$ cat config.mk
export PLATFORM = sky130hd
export DESIGN_NAME = elf_note_build_id_scanner
export DESIGN_NICKNAME = d
export VERILOG_FILES = /design/src/enbis_pkg.sv /design/src/enbis_in_stage.sv /design/src/enbis_parser.sv /design/src/enbis_out_reg.sv /design/src/elf_note_build_id_scanner.sv
export SDC_FILE = /design/constraint.sdc
export NUM_CORES = 1
export LEC_CHECK = 0
export ABC_AREA = 1
export BUFFER_PORTS_ARGS = -buffer_cell sky130_fd_sc_hd__clkbuf_2
export CELL_PAD_IN_SITES_DETAIL_PLACEMENT = 1
export CELL_PAD_IN_SITES_GLOBAL_PLACEMENT = 1
export CORE_ASPECT_RATIO = 1.4
export CORE_MARGIN = 1
export CORE_UTILIZATION = 30
export CTS_CLUSTER_SIZE = 12
export DETAILED_ROUTE_END_ITERATION = 8
export PLACE_DENSITY = 0.59
export SLEW_MARGIN = 20
export SYNTH_ARGS = -nofsm -noshare
export SYNTH_HDL_FRONTEND = slang
export SYNTH_SLANG_ARGS = --single-unit
$ cat constraint.sdc
create_clock -name clk -period 12.28 [get_ports clk]
set_input_delay 0.614 -clock clk [delete_from_list [all_inputs] [get_ports clk]]
set_output_delay 0.614 -clock clk [all_outputs]
set_load 0.01 [all_outputs]
$ cat src/enbis_pkg.sv
`timescale 1ns / 1ps

package enbis_pkg;

  localparam int POS_W = 21;
  localparam int HDR_BYTES = 12;
  localparam int NOTE_NAMESZ = 4;
  localparam int BUILD_ID_TYPE = 3;
  localparam logic [POS_W-1:0] POS_MAX = {POS_W{1'b1}};

  typedef logic [POS_W-1:0] pos_t;
  typedef logic [POS_W:0] pos1_t;

  typedef struct packed {
    logic [7:0] data_byte;
    logic       last_byte;
  } in_item_t;

  typedef struct packed {
    logic       has_byte;
    logic [7:0] id_byte;
    logic       id_last;
    logic       section_done;
    logic       found;
  } out_item_t;

  function automatic logic [7:0] gnu_tag(input logic [1:0] idx);
    logic [7:0] t;
    case (idx)
      2'd0:    t = 8'h47;
      2'd1:    t = 8'h4E;
      2'd2:    t = 8'h55;
      default: t = 8'h00;
    endcase
    return t;
  endfunction

endpackage

$ cat src/enbis_in_stage.sv
`timescale 1ns / 1ps

module enbis_in_stage import enbis_pkg::*; (
  input  logic     clk,
  input  logic     rst,
  input  logic     sec_valid,
  output logic     sec_stall,
  input  in_item_t sec_item,
  input  logic     hold,
  output logic     s1_valid,
  output in_item_t s1_item
);

  assign sec_stall = s1_valid & hold;

  always_ff @(posedge clk) begin
    if (rst) begin
      s1_valid <= 1'b0;
    end else if (!sec_stall) begin
      s1_valid <= sec_valid;
    end
  end

  always_ff @(posedge clk) begin
    if (!sec_stall && sec_valid) begin
      s1_item <= sec_item;
    end
  end

endmodule

$ cat src/enbis_parser.sv
`timescale 1ns / 1ps

module enbis_parser import enbis_pkg::*; #(
  parameter int unsigned MAX_SECTION_BYTES = 1048576
) (
  input  logic      clk,
  input  logic      rst,
  input  logic      cfg_wen,
  input  pos_t      cfg_wdata,
  input  logic      fire,
  input  in_item_t  item,
  output logic      gen_valid,
  output out_item_t gen_item
);

  localparam logic [2:0] PH_HDR  = 3'd0;
  localparam logic [2:0] PH_NAME = 3'd1;
  localparam logic [2:0] PH_PAD  = 3'd2;
  localparam logic [2:0] PH_EMIT = 3'd3;
  localparam logic [2:0] PH_SKIP = 3'd4;
  localparam logic [2:0] PH_STOP = 3'd5;

  pos_t        sec_len;
  pos_t        pos, pos_next;
  logic [2:0]  phase, phase_next;
  logic [87:0] hdr, hdr_next;
  pos_t        hdr_end, hdr_end_next;
  pos_t        name_end, name_end_next;
  pos_t        desc_end, desc_end_next;
  pos1_t       pad_end, pad_end_next;
  pos1_t       desc_pad, desc_pad_next;
  logic [1:0]  name_cnt, name_cnt_next;
  logic        name_match, name_match_next;
  logic        type3, type3_next;
  logic        desc_zero, desc_zero_next;
  logic        found_flag, found_next;

  always_comb begin
    logic [2:0]        ph;
    pos_t              he;
    pos1_t             q;
    pos1_t             len_ext;
    logic [POS_W+1:0]  sh_sum;
    logic              sh_fail;
    logic [31:0]       namesz, descsz, typ;
    pos_t              rem1;
    logic              fail1, fail2;
    pos1_t             ne_w, pe_sum, pe, de_w, dp_sum, dp;
    logic              mismatch, m;
    logic              has, idlast;

    q       = {1'b0, pos} + pos1_t'(1);
    len_ext = {1'b0, sec_len};
    sh_sum  = {1'b0, q} + (POS_W+2)'(HDR_BYTES);
    sh_fail = sh_sum > {2'b00, sec_len};

    if (pos == '0) begin
      he = pos_t'(HDR_BYTES);
      if (found_flag || sec_len == '0 || 32'(sec_len) > 32'(MAX_SECTION_BYTES) ||
          sec_len < pos_t'(HDR_BYTES)) begin
        ph = PH_STOP;
      end else begin
        ph = PH_HDR;
      end
    end else begin
      ph = phase;
      he = hdr_end;
    end

    namesz  = hdr[31:0];
    descsz  = hdr[63:32];
    typ     = {item.data_byte, hdr[87:64]};
    rem1    = sec_len - he;
    fail1   = (he > sec_len) || (|namesz[31:POS_W]) || (namesz[POS_W-1:0] > rem1);
    ne_w    = {1'b0, he} + {1'b0, namesz[POS_W-1:0]};
    pe_sum  = ne_w + pos1_t'(3);
    pe      = {pe_sum[POS_W:2], 2'b00};
    fail2   = (pe > len_ext) || (|descsz[31:POS_W]) ||
              ({1'b0, descsz[POS_W-1:0]} > (len_ext - pe));
    de_w    = pe + {1'b0, descsz[POS_W-1:0]};
    dp_sum  = de_w + pos1_t'(3);
    dp      = {dp_sum[POS_W:2], 2'b00};

    mismatch = (name_cnt != 2'd3) && (item.data_byte != gnu_tag(name_cnt));
    m        = name_match;
    has      = 1'b0;
    idlast   = 1'b0;

    phase_next      = ph;
    hdr_next        = hdr;
    hdr_end_next    = he;
    name_end_next   = name_end;
    desc_end_next   = desc_end;
    pad_end_next    = pad_end;
    desc_pad_next   = desc_pad;
    name_cnt_next   = name_cnt;
    name_match_next = name_match;
    type3_next      = type3;
    desc_zero_next  = desc_zero;
    found_next      = found_flag;

    unique case (ph)
      PH_HDR: begin
        hdr_next = {item.data_byte, hdr[87:8]};
        if (q == {1'b0, he}) begin
          if (fail1 || fail2) begin
            phase_next = PH_STOP;
          end else begin
            name_match_next = (namesz == 32'(NOTE_NAMESZ));
            type3_next      = (typ == 32'(BUILD_ID_TYPE));
            desc_zero_next  = (descsz == '0);
            name_end_next   = ne_w[POS_W-1:0];
            pad_end_next    = pe;
            desc_end_next   = de_w[POS_W-1:0];
            desc_pad_next   = dp;
            name_cnt_next   = 2'd0;
            if (namesz != '0) begin
              phase_next = PH_NAME;
            end else if (descsz != '0) begin
              phase_next = PH_SKIP;
            end else if (sec_len < pos_t'(HDR_BYTES) || he > sec_len - pos_t'(HDR_BYTES)) begin
              phase_next = PH_STOP;
            end else begin
              phase_next   = PH_HDR;
              hdr_end_next = he + pos_t'(HDR_BYTES);
            end
          end
        end
      end
      PH_NAME, PH_PAD: begin
        if (ph == PH_NAME) begin
          m               = name_match & ~mismatch;
          name_match_next = m;
          name_cnt_next   = (name_cnt == 2'd3) ? name_cnt : name_cnt + 2'd1;
          if (q == {1'b0, name_end}) begin
            phase_next = PH_PAD;
          end
        end
        if ((ph == PH_PAD || q == {1'b0, name_end}) && q == pad_end) begin
          if (m && type3) begin
            phase_next = desc_zero ? PH_STOP : PH_EMIT;
          end else if (!desc_zero) begin
            phase_next = PH_SKIP;
          end else if (sh_fail) begin
            phase_next = PH_STOP;
          end else begin
            phase_next   = PH_HDR;
            hdr_end_next = sh_sum[POS_W-1:0];
          end
        end
      end
      PH_EMIT: begin
        has    = 1'b1;
        idlast = (q == {1'b0, desc_end});
        if (idlast) begin
          found_next = 1'b1;
          phase_next = PH_STOP;
        end
      end
      PH_SKIP: begin
        if (q == desc_pad) begin
          if (sh_fail) begin
            phase_next = PH_STOP;
          end else begin
            phase_next   = PH_HDR;
            hdr_end_next = sh_sum[POS_W-1:0];
          end
        end
      end
      default: begin
      end
    endcase

    if (item.last_byte) begin
      pos_next   = '0;
      phase_next = PH_HDR;
    end else if (pos == POS_MAX) begin
      pos_next = pos;
    end else begin
      pos_next = q[POS_W-1:0];
    end

    gen_valid             = has | item.last_byte;
    gen_item.has_byte     = has;
    gen_item.id_byte      = has ? item.data_byte : 8'h00;
    gen_item.id_last      = idlast;
    gen_item.section_done = item.last_byte;
    gen_item.found        = item.last_byte & found_next;
  end

  always_ff @(posedge clk) begin
    if (rst) begin
      sec_len <= '0;
    end else if (cfg_wen) begin
      sec_len <= cfg_wdata;
    end
  end

  always_ff @(posedge clk) begin
    if (rst) begin
      pos        <= '0;
      phase      <= PH_HDR;
      found_flag <= 1'b0;
    end else if (fire) begin
      pos        <= pos_next;
      phase      <= phase_next;
      found_flag <= found_next;
    end
  end

  always_ff @(posedge clk) begin
    if (fire) begin
      hdr        <= hdr_next;
      hdr_end    <= hdr_end_next;
      name_end   <= name_end_next;
      desc_end   <= desc_end_next;
      pad_end    <= pad_end_next;
      desc_pad   <= desc_pad_next;
      name_cnt   <= name_cnt_next;
      name_match <= name_match_next;
      type3      <= type3_next;
      desc_zero  <= desc_zero_next;
    end
  end

endmodule

$ cat src/enbis_out_reg.sv
`timescale 1ns / 1ps

module enbis_out_reg import enbis_pkg::*; (
  input  logic      clk,
  input  logic      rst,
  input  logic      fire,
  input  logic      gen_valid,
  input  out_item_t gen_item,
  output logic      res_valid,
  input  logic      res_stall,
  output out_item_t res_item,
  output logic      hold
);

  assign hold = res_valid & res_stall;

  always_ff @(posedge clk) begin
    if (rst) begin
      res_valid <= 1'b0;
    end else if (fire) begin
      res_valid <= gen_valid;
    end else if (!res_stall) begin
      res_valid <= 1'b0;
    end
  end

  always_ff @(posedge clk) begin
    if (fire && gen_valid) begin
      res_item <= gen_item;
    end
  end

endmodule

$ cat src/elf_note_build_id_scanner.sv
// A byte is registered in the input stage, and its result item in the output register.
// Throughput: 1 byte per cycle while no stalled result is held; all header, name and
// descriptor bookkeeping for a byte is one compare/add pass against the position
// counter between the registers. Bytes causing no result are consumed with no item.
// Reset (rst, synchronous): clears section_length, position, phase and the found flag.
`timescale 1ns / 1ps

module elf_note_build_id_scanner import enbis_pkg::*; #(
  parameter int unsigned MAX_SECTION_BYTES = 1048576
) (
  input  logic      clk,
  input  logic      rst,
  input  logic      cfg_wen,
  input  pos_t      cfg_wdata,
  input  logic      sec_valid,
  output logic      sec_stall,
  input  in_item_t  sec_item,
  output logic      res_valid,
  input  logic      res_stall,
  output out_item_t res_item
);

  logic      hold;
  logic      s1_valid;
  in_item_t  s1_item;
  logic      fire;
  logic      gen_valid;
  out_item_t gen_item;

  assign fire = s1_valid & ~hold;

  enbis_in_stage u_in (
    .clk       (clk),
    .rst       (rst),
    .sec_valid (sec_valid),
    .sec_stall (sec_stall),
    .sec_item  (sec_item),
    .hold      (hold),
    .s1_valid  (s1_valid),
    .s1_item   (s1_item)
  );

  enbis_parser #(
    .MAX_SECTION_BYTES (MAX_SECTION_BYTES)
  ) u_parser (
    .clk       (clk),
    .rst       (rst),
    .cfg_wen   (cfg_wen),
    .cfg_wdata (cfg_wdata),
    .fire      (fire),
    .item      (s1_item),
    .gen_valid (gen_valid),
    .gen_item  (gen_item)
  );

  enbis_out_reg u_out (
    .clk       (clk),
    .rst       (rst),
    .fire      (fire),
    .gen_valid (gen_valid),
    .gen_item  (gen_item),
    .res_valid (res_valid),
    .res_stall (res_stall),
    .res_item  (res_item),
    .hold      (hold)
  );

endmodule

Word-level counts from Yosys, hierarchy flattened
Cells that the tools add are included.

operators by class
  add/sub/neg operators = 11
  $mul = 0
  divide/modulo/power cells = 0
  $lt $le $gt $ge = 8
  equal/unequal tests = 23
  shift operators = 0
  muxes and demuxes = 48
  bitwise logic cells = 9
  reduce and logical (&&, ||, !) cells = 32

operator list
  operator                                               number
  two-way mux 21 bit                                     13
  equality test 22 x 21 -> 1 bit                         3
  nonzero test 32 bit                                    2
  > comparator 21 bit                                    3
  one-hot mux 21 bit (3 select lines)                    1
  two-way mux 3 bit                                      17
  adder 22 x 2 -> 22 bit (second input constant)         2
  equality test 22 bit                                   2
  logical NOT 21 bit                                     2
  equality test 32 x 2 -> 1 bit (second input constant)  1
  equality test 32 x 3 -> 1 bit (second input constant)  1
  logical NOT 32 bit                                     1
  adder 22 x 4 -> 23 bit (second input constant)         1
  > comparator 23 x 21 -> 1 bit                          1
  adder 21 x 1 -> 22 bit (second input constant)         1
  adder 21 x 21 -> 22 bit                                1
  adder 22 x 21 -> 22 bit                                1
  > comparator 21 x 22 -> 1 bit                          1
  > comparator 22 x 21 -> 1 bit                          1
  OR reduction 11 bit                                    2
  subtractor 21 x 22 -> 22 bit                           1
  adder 21 x 4 -> 21 bit (second input constant)         1
  equality test 21 bit (second input constant)           1
  > comparator 21 bit (second input constant)            1
  other kinds (31)                                       70

storage, ports and cells
  register bits after elaboration = 265
  bits in latches = 0
  memory bits (writable) = 0
  ROM bits = 0
  word-level logic and storage cells = 154
  memories kept = 0

Longest topological paths before layout
Gate-level depths: netlist of the first run.

  word-level depth = 14
  mapped depth = 51

Modules after synthesis
A second synthesis of the first run with hierarchy kept.

second synthesis, totals
  cells, all modules = 2726
  area, all modules = 21254.1 um^2

modules (own cells, without submodules)
  module                     instances  cells an instance  area each (um^2)  seq. area each (um^2)
  enbis_parser               1          2689               20507.2           6806.5
  enbis_out_reg              1          20                 417.9             380.4
  enbis_in_stage             1          15                 319.1             290.3
  elf_note_build_id_scanner  1          2                  10.0              0.0

Least setup slack after synthesis of the first run
OpenSTA, ideal clock, no wires.

  kind = register to register
  from = register u_parser.pos[0]
  to = register u_parser.desc_end[0] (enable)
  library setup time = 0.652 ns
  data arrival time = 12.033 ns
  slack = -0.405 ns
  stages on the path, launching flop included = 44
  clock period less this slack = 12.685 ns
  path through = dfxtp_1 buf_4 inv_1 ha_1 nand3_1 nor2_2 nand3_4 buf_6 nand2_1 inv_1 ha_1 inv_1 fa_1 inv_1 nor2_1 nor2_2 nand3_2 nor2_4 [8 not listed] a21oi_1 o21ai_0 nand2_1 nand2_1 nand2_1 nand3_1 nand2_1 o21bai_2 xnor2_1 ha_1 nand2_1 nor3b_1 nor2_1 o41ai_1 inv_1 nand3_2 nand4_1 a211oi_1

between the ends
  word-level cells in the longest chain between the ends = 10
  elaborated cells between the ends (all ways) = 21

ends and longest elaborated chain
  what                                                                                  line                                    text
  from (decl)                                                                           enbis_parser.sv:24                      pos_t pos, pos_next;
  from (signal assigned)                                                                enbis_parser.sv:205                     pos <= pos_next;
  logical NOT 21 bit                                                                    enbis_parser.sv:57                      if (pos == '0) begin
  two-way mux 21 bit                                                                    enbis_parser.sv:57
  adder 21 x 21 -> 22 bit                                                               enbis_parser.sv:75                      ne_w = {1'b0, he} + {1'b0, namesz[POS_W-1:0]};
  adder 22 x 2 -> 22 bit                                                                enbis_parser.sv:76                      pe_sum = ne_w + pos1_t'(3);
  subtractor 21 x 22 -> 22 bit / > comparator 22 x 21 -> 1 bit (equally long branches)  enbis_parser.sv:79, enbis_parser.sv:78
  > comparator 21 x 22 -> 1 bit / logical OR 1 bit (equally long branches)              enbis_parser.sv:79, enbis_parser.sv:78
  logical OR 1 bit                                                                      enbis_parser.sv:78                      fail2 = (pe > len_ext) || (|descsz[31:POS_W]) ||
  logical OR 1 bit                                                                      enbis_parser.sv:106                     if (fail1 || fail2) begin
  inverter 1 bit (no source line)                                                       -
  AND reduction 4 bit (no source line) (*)                                              -
  to (signal assigned)                                                                  enbis_parser.sv:216                     desc_end <= desc_end_next;
  to (decl)                                                                             enbis_parser.sv:29                      pos_t desc_end, desc_end_next;

Mark *: on every way between the ends. The rest lies on a longest branch, timed or not.
A chain may end at the register's enable or synchronous reset.

Worst setup path in the final report of the first run
  from = register u_parser.pos[0]
  to = register u_parser.desc_pad[20] (enable)

between the ends
  word-level cells in the longest chain between the ends = 10
  elaborated cells between the ends (all ways) = 21

ends and longest elaborated chain
  what                                                                                  line                                    text
  logical NOT 21 bit                                                                    enbis_parser.sv:57
  two-way mux 21 bit                                                                    enbis_parser.sv:57
  adder 21 x 21 -> 22 bit                                                               enbis_parser.sv:75
  adder 22 x 2 -> 22 bit                                                                enbis_parser.sv:76
  subtractor 21 x 22 -> 22 bit / > comparator 22 x 21 -> 1 bit (equally long branches)  enbis_parser.sv:79, enbis_parser.sv:78
  > comparator 21 x 22 -> 1 bit / logical OR 1 bit (equally long branches)              enbis_parser.sv:79, enbis_parser.sv:78
  logical OR 1 bit                                                                      enbis_parser.sv:78
  logical OR 1 bit                                                                      enbis_parser.sv:106
  inverter 1 bit (no source line)                                                       -
  AND reduction 4 bit (no source line) (*)                                              -
  to (signal assigned)                                                                  enbis_parser.sv:218                     desc_pad <= desc_pad_next;
  to (decl)                                                                             enbis_parser.sv:31                      pos1_t desc_pad, desc_pad_next;

Marks and branches as above.

==> results of run 1 <==
## flip-flops by register name, indices dropped and copies added, names as in the netlist, 2 cells and up
| name | count |
|---|---|
| u_in.s1_item | 9 |
| u_out.res_item | 12 |
| u_parser.desc_end | 21 |
| u_parser.desc_pad | 20 |
| u_parser.hdr | 88 |
| u_parser.hdr_end | 21 |
| u_parser.name_cnt | 2 |
| u_parser.name_end | 21 |
| u_parser.pad_end | 20 |
| u_parser.phase | 3 |
| u_parser.pos | 21 |
| u_parser.sec_len | 21 |
## power by group through the flow
stage                     registers, W  logic, W  clock network, W
after floorplan                0.00106  0.000443                 0
after global placement         0.00108  0.000642                 0
after detailed placement       0.00108  0.000659                 0
after CTS                      0.00106  0.000664           0.00100
after global routing           0.00106  0.000731           0.00102
final                          0.00106  0.000659          0.000977
## logic make-up after synthesis
group / Yosys count / synth area share
flops: 265 / 0.3552
fa+ha+maj: 176 / 0.1060
mux: 1 / 0.0005349
compound gates: 417 / 0.1101
xor+xnor: 153 / 0.06455
buf+inv: 424 / 0.07953
simple gates: 1298 / 0.2840
## path summary, 6_finish.rpt
kind                            cells after the start                    end  slack, ns              from
worst max-delay path                               43  u_parser.desc_pad[20]       3.14   u_parser.pos[0]
worst min-delay path                                1        u_in.s1_item[2]       0.23       sec_item[2]
worst max register to register                     43  u_parser.desc_pad[20]       3.14   u_parser.pos[0]
worst min register to register                      0       u_parser.hdr[14]       0.45  u_parser.hdr[22]
## critical path, delay by kind of cell, from the launching register on
kind	cells	cell delay [ns]
adders and majority gates	5	1.57
DFF	1	0.65
and+or+nand+nor	19	2.42
AOI/OAI and AO/OA	10	2.29
buffers and inverters	8	1.61
xor gates and xnor gates	1	0.15
## layer usage
metal | vias to the layer above | GRT usage | routed length [um]
li1 | 9404 | - | -
met1 | 9651 | 0.2895 | 36420
met2 | 446 | 0.4696 | 46500
met3 | 178 | 0.02463 | 2885
met4 | 0 | 0.1623 | 6414
met5 | - | 0 | 0
## cell usage in the layout (no fill, tap or decap), types with 5 or more instances in the layout
cell,instances
nor3b_1,7
clkinv_1,10
buf_4,19
o21ai_1,12
o21bai_1,6
ha_1,172
clkinv_2,7
clkbuf_1,6
o31ai_1,5
nor4_1,39
or2_2,22
nand3_2,9
a22oi_1,6
nor2_2,13
o21ai_0,135
nor2_4,11
nand2_1,629
nand4_1,98
edfxtp_1,217
a211oi_1,11
inv_1,361
a21oi_1,184
nand3_1,149
nand3b_1,12
xnor2_1,52
xor2_1,100
nand2_2,30
clkbuf_2,48
nor3_1,55
dfxtp_1,48
inv_2,12
clkbuf_16,34
nor2_1,202
o211ai_1,29
## synth_stat cells (4+ instances only)
cell type and number:
o31ai_1 5, dfxtp_1 48, or2_2 22, nor3b_1 7, ha_1 172, nor2_1 204
inv_2 12, a211oi_1 12, buf_2 10, nor2_2 12, o21ai_0 136, clkinv_1 5
o211ai_1 29, buf_6 5, nand2_2 30, xnor2_1 52, nand3b_1 12, nor3_2 4
buf_4 8, nand3_1 149, nand4_1 98, o2111ai_1 4, inv_1 362, nand3_2 9
nor2_4 10, a21oi_1 184, fa_1 4, a22oi_1 6, o21bai_1 6, nand3_4 4
nor3_1 55, edfxtp_1 217, o21ai_1 12, nor4_1 40, xor2_1 100, nand2_1 629
clkbuf_1 21
## metrics by stage
| stage | std cells | hold slack [ns] |
|---|---|---|
| 2_1_floorplan | 2734 | 0.4174 |
| 5_1_grt | 3744 | 0.1993 |
| 6_report | 3744 | 0.2253 |
| 3_5_place_dp | 3685 | 0.4414 |
| 3_3_place_gp | 3685 | 0.4315 |
| 4_1_cts | 3743 | 0.1892 |
## cell type report
class                      count  area share
multi-input combinational   2045      0.5087
sequential                   265      0.3188
inverter                     380     0.06093
tap                          928     0.04951
clock buffer                  41     0.03783
timing repair buffer          68     0.01750
clock inverter                17    0.006669
==> flow_metrics.env, run 1 <==
export IMPL_die_y_um=315.4
export IMPL_syn_nets=2945
export IMPL_root_buffer="clkbuf_16"
export IMPL_utilization=0.3390
export IMPL_grt_pass1_vias=20574
export IMPL_synth_async_reset_ratio=0
export IMPL_fin_crit_ns=9.139
export IMPL_fin_skew_ns=0.02934
export IMPL_cts_setup_buffers=0
export IMPL_gp_congestion=0.9561
export IMPL_worstSkewPairLatency_ns=0.58
export IMPL_numCtsBuffers=34
export IMPL_seq_area_frac_synth=0.3552
export IMPL_post_synth_num_cell_types=64
export IMPL_crit_required_ns=12.51
export IMPL_p_int_w=0.001777
export IMPL_synth_edf_count=217
export IMPL_hp_class="primary input to flip-flop"
export IMPL_outcome="finished, final reports clean"
export IMPL_drtPass1Iterations=5
export IMPL_detail_route_vias_per_cell=5.256
export IMPL_swShare=0.3409
export IMPL_maxSlewViolCount=0
export IMPL_cts_tree="yes"
export IMPL_synth_top_cell_area_share=0.3096
export IMPL_layout_drive_gt1_share=0.08345
export IMPL_crit_top_cell="nand2_1"
export IMPL_synth_flop_cell="edfxtp_1"
export IMPL_crit_slowest_cell="dfxtp_1"
export IMPL_cpPeakStageDelay_ns=0.65
export IMPL_critical_path_max_fanout=61
export IMPL_fin_total_pwr_w=0.002697
export IMPL_switchingPower_w=0.0009193
export IMPL_cts_htree_levels=2
export IMPL_tightestPinTransition_ns=1.132
export IMPL_dp_hpwl_um=74540
export IMPL_setup_viol_count_final=0
export IMPL_final_area_mm2=0.02345
export IMPL_maxSlewHeadroom=0.2396
export IMPL_tns_ns=0
export IMPL_drc=0
export IMPL_power_leakage_nw=10.24
export IMPL_drt_wl_total_um=92220
export IMPL_pre_cts_slack_ns=2.929
export IMPL_fillCellCount=8373
export IMPL_track_usage=0.2590
export IMPL_start_kind="flip-flop"
export IMPL_maxCapViolCount=0
export IMPL_core_area_mm2=0.06918
export IMPL_area_growth_pct=11.41
export IMPL_start_util=0.3043
export IMPL_final_hold_violation_count=0
export IMPL_die_area_mm2=0.07124
export IMPL_die_width_um=225.9
export IMPL_cts_resized=0
export IMPL_crit_arrival_ns=9.37
export IMPL_cts_max_path_buffers=3
export IMPL_path_clk_slew_ns=0.06
export IMPL_holdBufCountCts=0
export IMPL_synth_area_leaders="edfxtp_1 (31%), nand2_1 (11%), ha_1 (10%), inv_1 (6.5%), dfxtp_1 (4.6%)"
export IMPL_end_kind="flip-flop"
export IMPL_clock_power_share=0.362
export IMPL_numPortBuffers=48
export IMPL_setup_ws_ns=3.141
export IMPL_fin_nets=3005
export IMPL_ant_nets=0
export IMPL_critPathKind="flip-flop to flip-flop"
export IMPL_fin_crit_sh=0.7442
export IMPL_post_dp_cell_area_mm2=0.02238
export IMPL_multi_input_area_mm2=0.01193
export IMPL_rsz0062_at_grt="false"
export IMPL_diodes=0
export IMPL_synth_cells=2734
export IMPL_power_density_mw_per_mm2=115.0
export IMPL_num_io_pins=49
export IMPL_fmax_mhz=109.4
export IMPL_cts_sinks=265
export IMPL_wl_per_cell_um=24.63
export IMPL_rows=114
export IMPL_ff_latch_area_mm2=0.007477
export IMPL_yosys_register_bits=265
export IMPL_yosysTopAreaCell="edfxtp_1"
export IMPL_drt_initial_drc_count=1132
export IMPL_p_comb_frac=0.244
export IMPL_grt_max_degree=85
export IMPL_yosys_warnings=0
export IMPL_ir_drop_mv=0.1045
export IMPL_p_seq_frac=0.393
export IMPL_overflow=0
export IMPL_synth_area_mm2=0.02105
export IMPL_grt_pass1_wl_um=133500
export IMPL_num_vias=19679
export IMPL_antenna_found_initial=1
export IMPL_syn_avg_cell_area_um2=7.699
No activity file was read; power rests on OpenSTA's default activity.
==> run 2, diff against run 1 <==
- PLACE_DENSITY: 0.59 -> 0.57
- clock period: 12.28 -> 9.1 ns (I/O delays scaled with it)
==> run 2 against run 1 <==
Combinational power rose by 35%. Clock power is 37% higher. Routed wire length decreased by 1.3%. Count of clock-buffer cells in the layout fell by 1. Clock skew down 0.0046 ns. Core utilization grew 0.25 points. Largest power group unchanged.
==> flow_metrics.env, run 2 (synthesis gave the netlist of run 1 again) <==
export IMPL_drc=0
export IMPL_whs_ns=0.05935
export IMPL_outcome="finished, final reports clean"
export IMPL_area_growth_pct=12.24
export IMPL_switchingPower_w=0.001237
export IMPL_fin_crit_ns=8.345
export IMPL_p_int_w=0.002419
export IMPL_end_kind="flip-flop"
export IMPL_fin_skew_ns=0.02471
export IMPL_worstSkewPairLatency_ns=0.58
export IMPL_die_y_um=315.4
export IMPL_drtPass1Iterations=5
export IMPL_antenna_found_initial=1
export IMPL_ir_drop_mv=0.1674
export IMPL_maxSlewViolCount=0
export IMPL_core_area_mm2=0.06918
export IMPL_die_area_mm2=0.07124
export IMPL_numPortBuffers=48
export IMPL_power_density_mw_per_mm2=154.8
export IMPL_critPathKind="flip-flop to flip-flop"
export IMPL_fin_crit_sh=0.9171
export IMPL_overflow=0
export IMPL_gp_congestion=0.9352
export IMPL_num_io_pins=49
export IMPL_grt_pass1_wl_um=132100
export IMPL_p_comb_frac=0.243
export IMPL_die_width_um=225.9
export IMPL_maxCapViolCount=0
export IMPL_wl_per_cell_um=24.22
export IMPL_final_common_cell="nand2_1"
export IMPL_rows=114
export IMPL_swShare=0.3384
export IMPL_crit_family="simple AND/OR/NAND/NOR gates"
export IMPL_most_common_layout_cells="nand2_1 (629), inv_1 (361), edfxtp_1 (217)"
export IMPL_fin_nets=3019
export IMPL_grt_max_degree=68
export IMPL_ant_nets=0
export IMPL_crit_required_ns=9.39
export IMPL_crit_arrival_ns=8.63
export IMPL_holdBufCountCts=0
export IMPL_power_leakage_nw=10.33
export IMPL_crit_top_cell="nand2_1"
export IMPL_maxSlewHeadroom=0.2644
export IMPL_cpPeakStageDelay_ns=0.40
export IMPL_diodes=0
export IMPL_drt_initial_drc_count=1256
export IMPL_hp_class="primary input to flip-flop"
export IMPL_cts_sinks=265
export IMPL_final_hold_violation_count=0
export IMPL_layout_drive_gt1_share=0.08908
export IMPL_dp_hpwl_um=73590
export IMPL_p_seq_frac=0.391
export IMPL_cts_htree_levels=2
export IMPL_start_kind="flip-flop"
export IMPL_detail_route_vias_per_cell=5.270
export IMPL_root_buffer="clkbuf_16"
export IMPL_largest_reg_flops=88
export IMPL_clock_power_share=0.366
export IMPL_cts_tree="yes"
export IMPL_timing_critical_path_buf_inv=6
export IMPL_path_clk_slew_ns=0.06
export IMPL_top_register="u_parser.hdr"
export IMPL_num_vias=19798
export IMPL_tns_ns=0
export IMPL_grt_pass1_vias=20526
export IMPL_rsz0062_at_grt="false"
export IMPL_cts_setup_buffers=0
export IMPL_crit_slowest_cell="o21ai_0"
export IMPL_setup_viol_count_final=0
export IMPL_cts_resized=0
export IMPL_start_util=0.3043
export IMPL_cts_max_path_buffers=3
export IMPL_tightestPinTransition_ns=1.095
export IMPL_r2r_setup_slack_ns=0.75
export IMPL_numCtsBuffers=34
export IMPL_track_usage=0.2547
export IMPL_fmax_mhz=119.8
export IMPL_drt_wl_total_um=91010
export IMPL_critical_path_max_fanout=26
[run 2: cell type report]
class	instances	area [um^2]
fill	8438	45550
tap	928	1161
inverter	380	1429
clock buffer	40	914.6
sequential	265	7477
timing repair buffer	82	545.5
clock inverter	17	166.4
multi-input combinational	2045	11930
[run 2: routing by layer]
metal  vias to the layer above  wire (um)  GRT usage
li1                       9434          -          -
met1                      9744      35910     0.2823
met2                       426      45660     0.4583
met3                       194       2816    0.02556
met4                         0       6627     0.1716
met5                         -          0          0
[run 2: stage by stage]
| stage | util | instances | total power [W] | area, um^2 | setup slack, ns |
|---|---|---|---|---|---|
| after floorplan | - | 2734 | 0.002025 | 21060 | 0.5768 |
| after global placement | 0.3255 | 3699 | 0.002318 | 22520 | 0.7442 |
| after detailed placement | 0.3256 | 3699 | 0.002344 | 22520 | 0.7417 |
| after CTS | 0.3412 | 3756 | 0.003699 | 23610 | 0.6677 |
| after global routing | 0.3415 | 3757 | 0.003825 | 23630 | 0.06949 |
| final | 0.3415 | 3757 | 0.003656 | 23630 | 0.7546 |
[run 2: worst paths after layout]
check / from / endpoint / cells past startpoint
worst max register to register: u_parser.pos[4] / u_parser.hdr_end[8] / 42
worst min register to register: u_parser.hdr[31] / u_parser.hdr[23] / 0
worst max-delay path: u_parser.pos[4] / u_parser.hdr_end[8] / 42
worst min-delay path: sec_item[0] / u_in.s1_item[0] / 1
[run 2: power groups by stage]
stage          combinational, W  sequential (W)  clock (W)
6_report               0.000888         0.00143    0.00134
5_1_grt                0.000989         0.00143    0.00140
4_1_cts                0.000895         0.00143    0.00137
3_5_place_dp           0.000889         0.00146          0
3_3_place_gp           0.000863         0.00145          0
2_1_floorplan          0.000599         0.00143          0
[run 2: worst reg2reg max path: cells and delay by family (launching register included)]
| kind | cells | cell delay [ns] |
|---|---|---|
| DFF | 1 | 0.38 |
| adders and majority gates | 3 | 1.01 |
| buffers and inverters | 6 | 1.38 |
| AOI/OAI and AO/OA | 7 | 1.69 |
| and+or+nand+nor | 25 | 3.53 |
| xor gates and xnor gates | 1 | 0.09 |
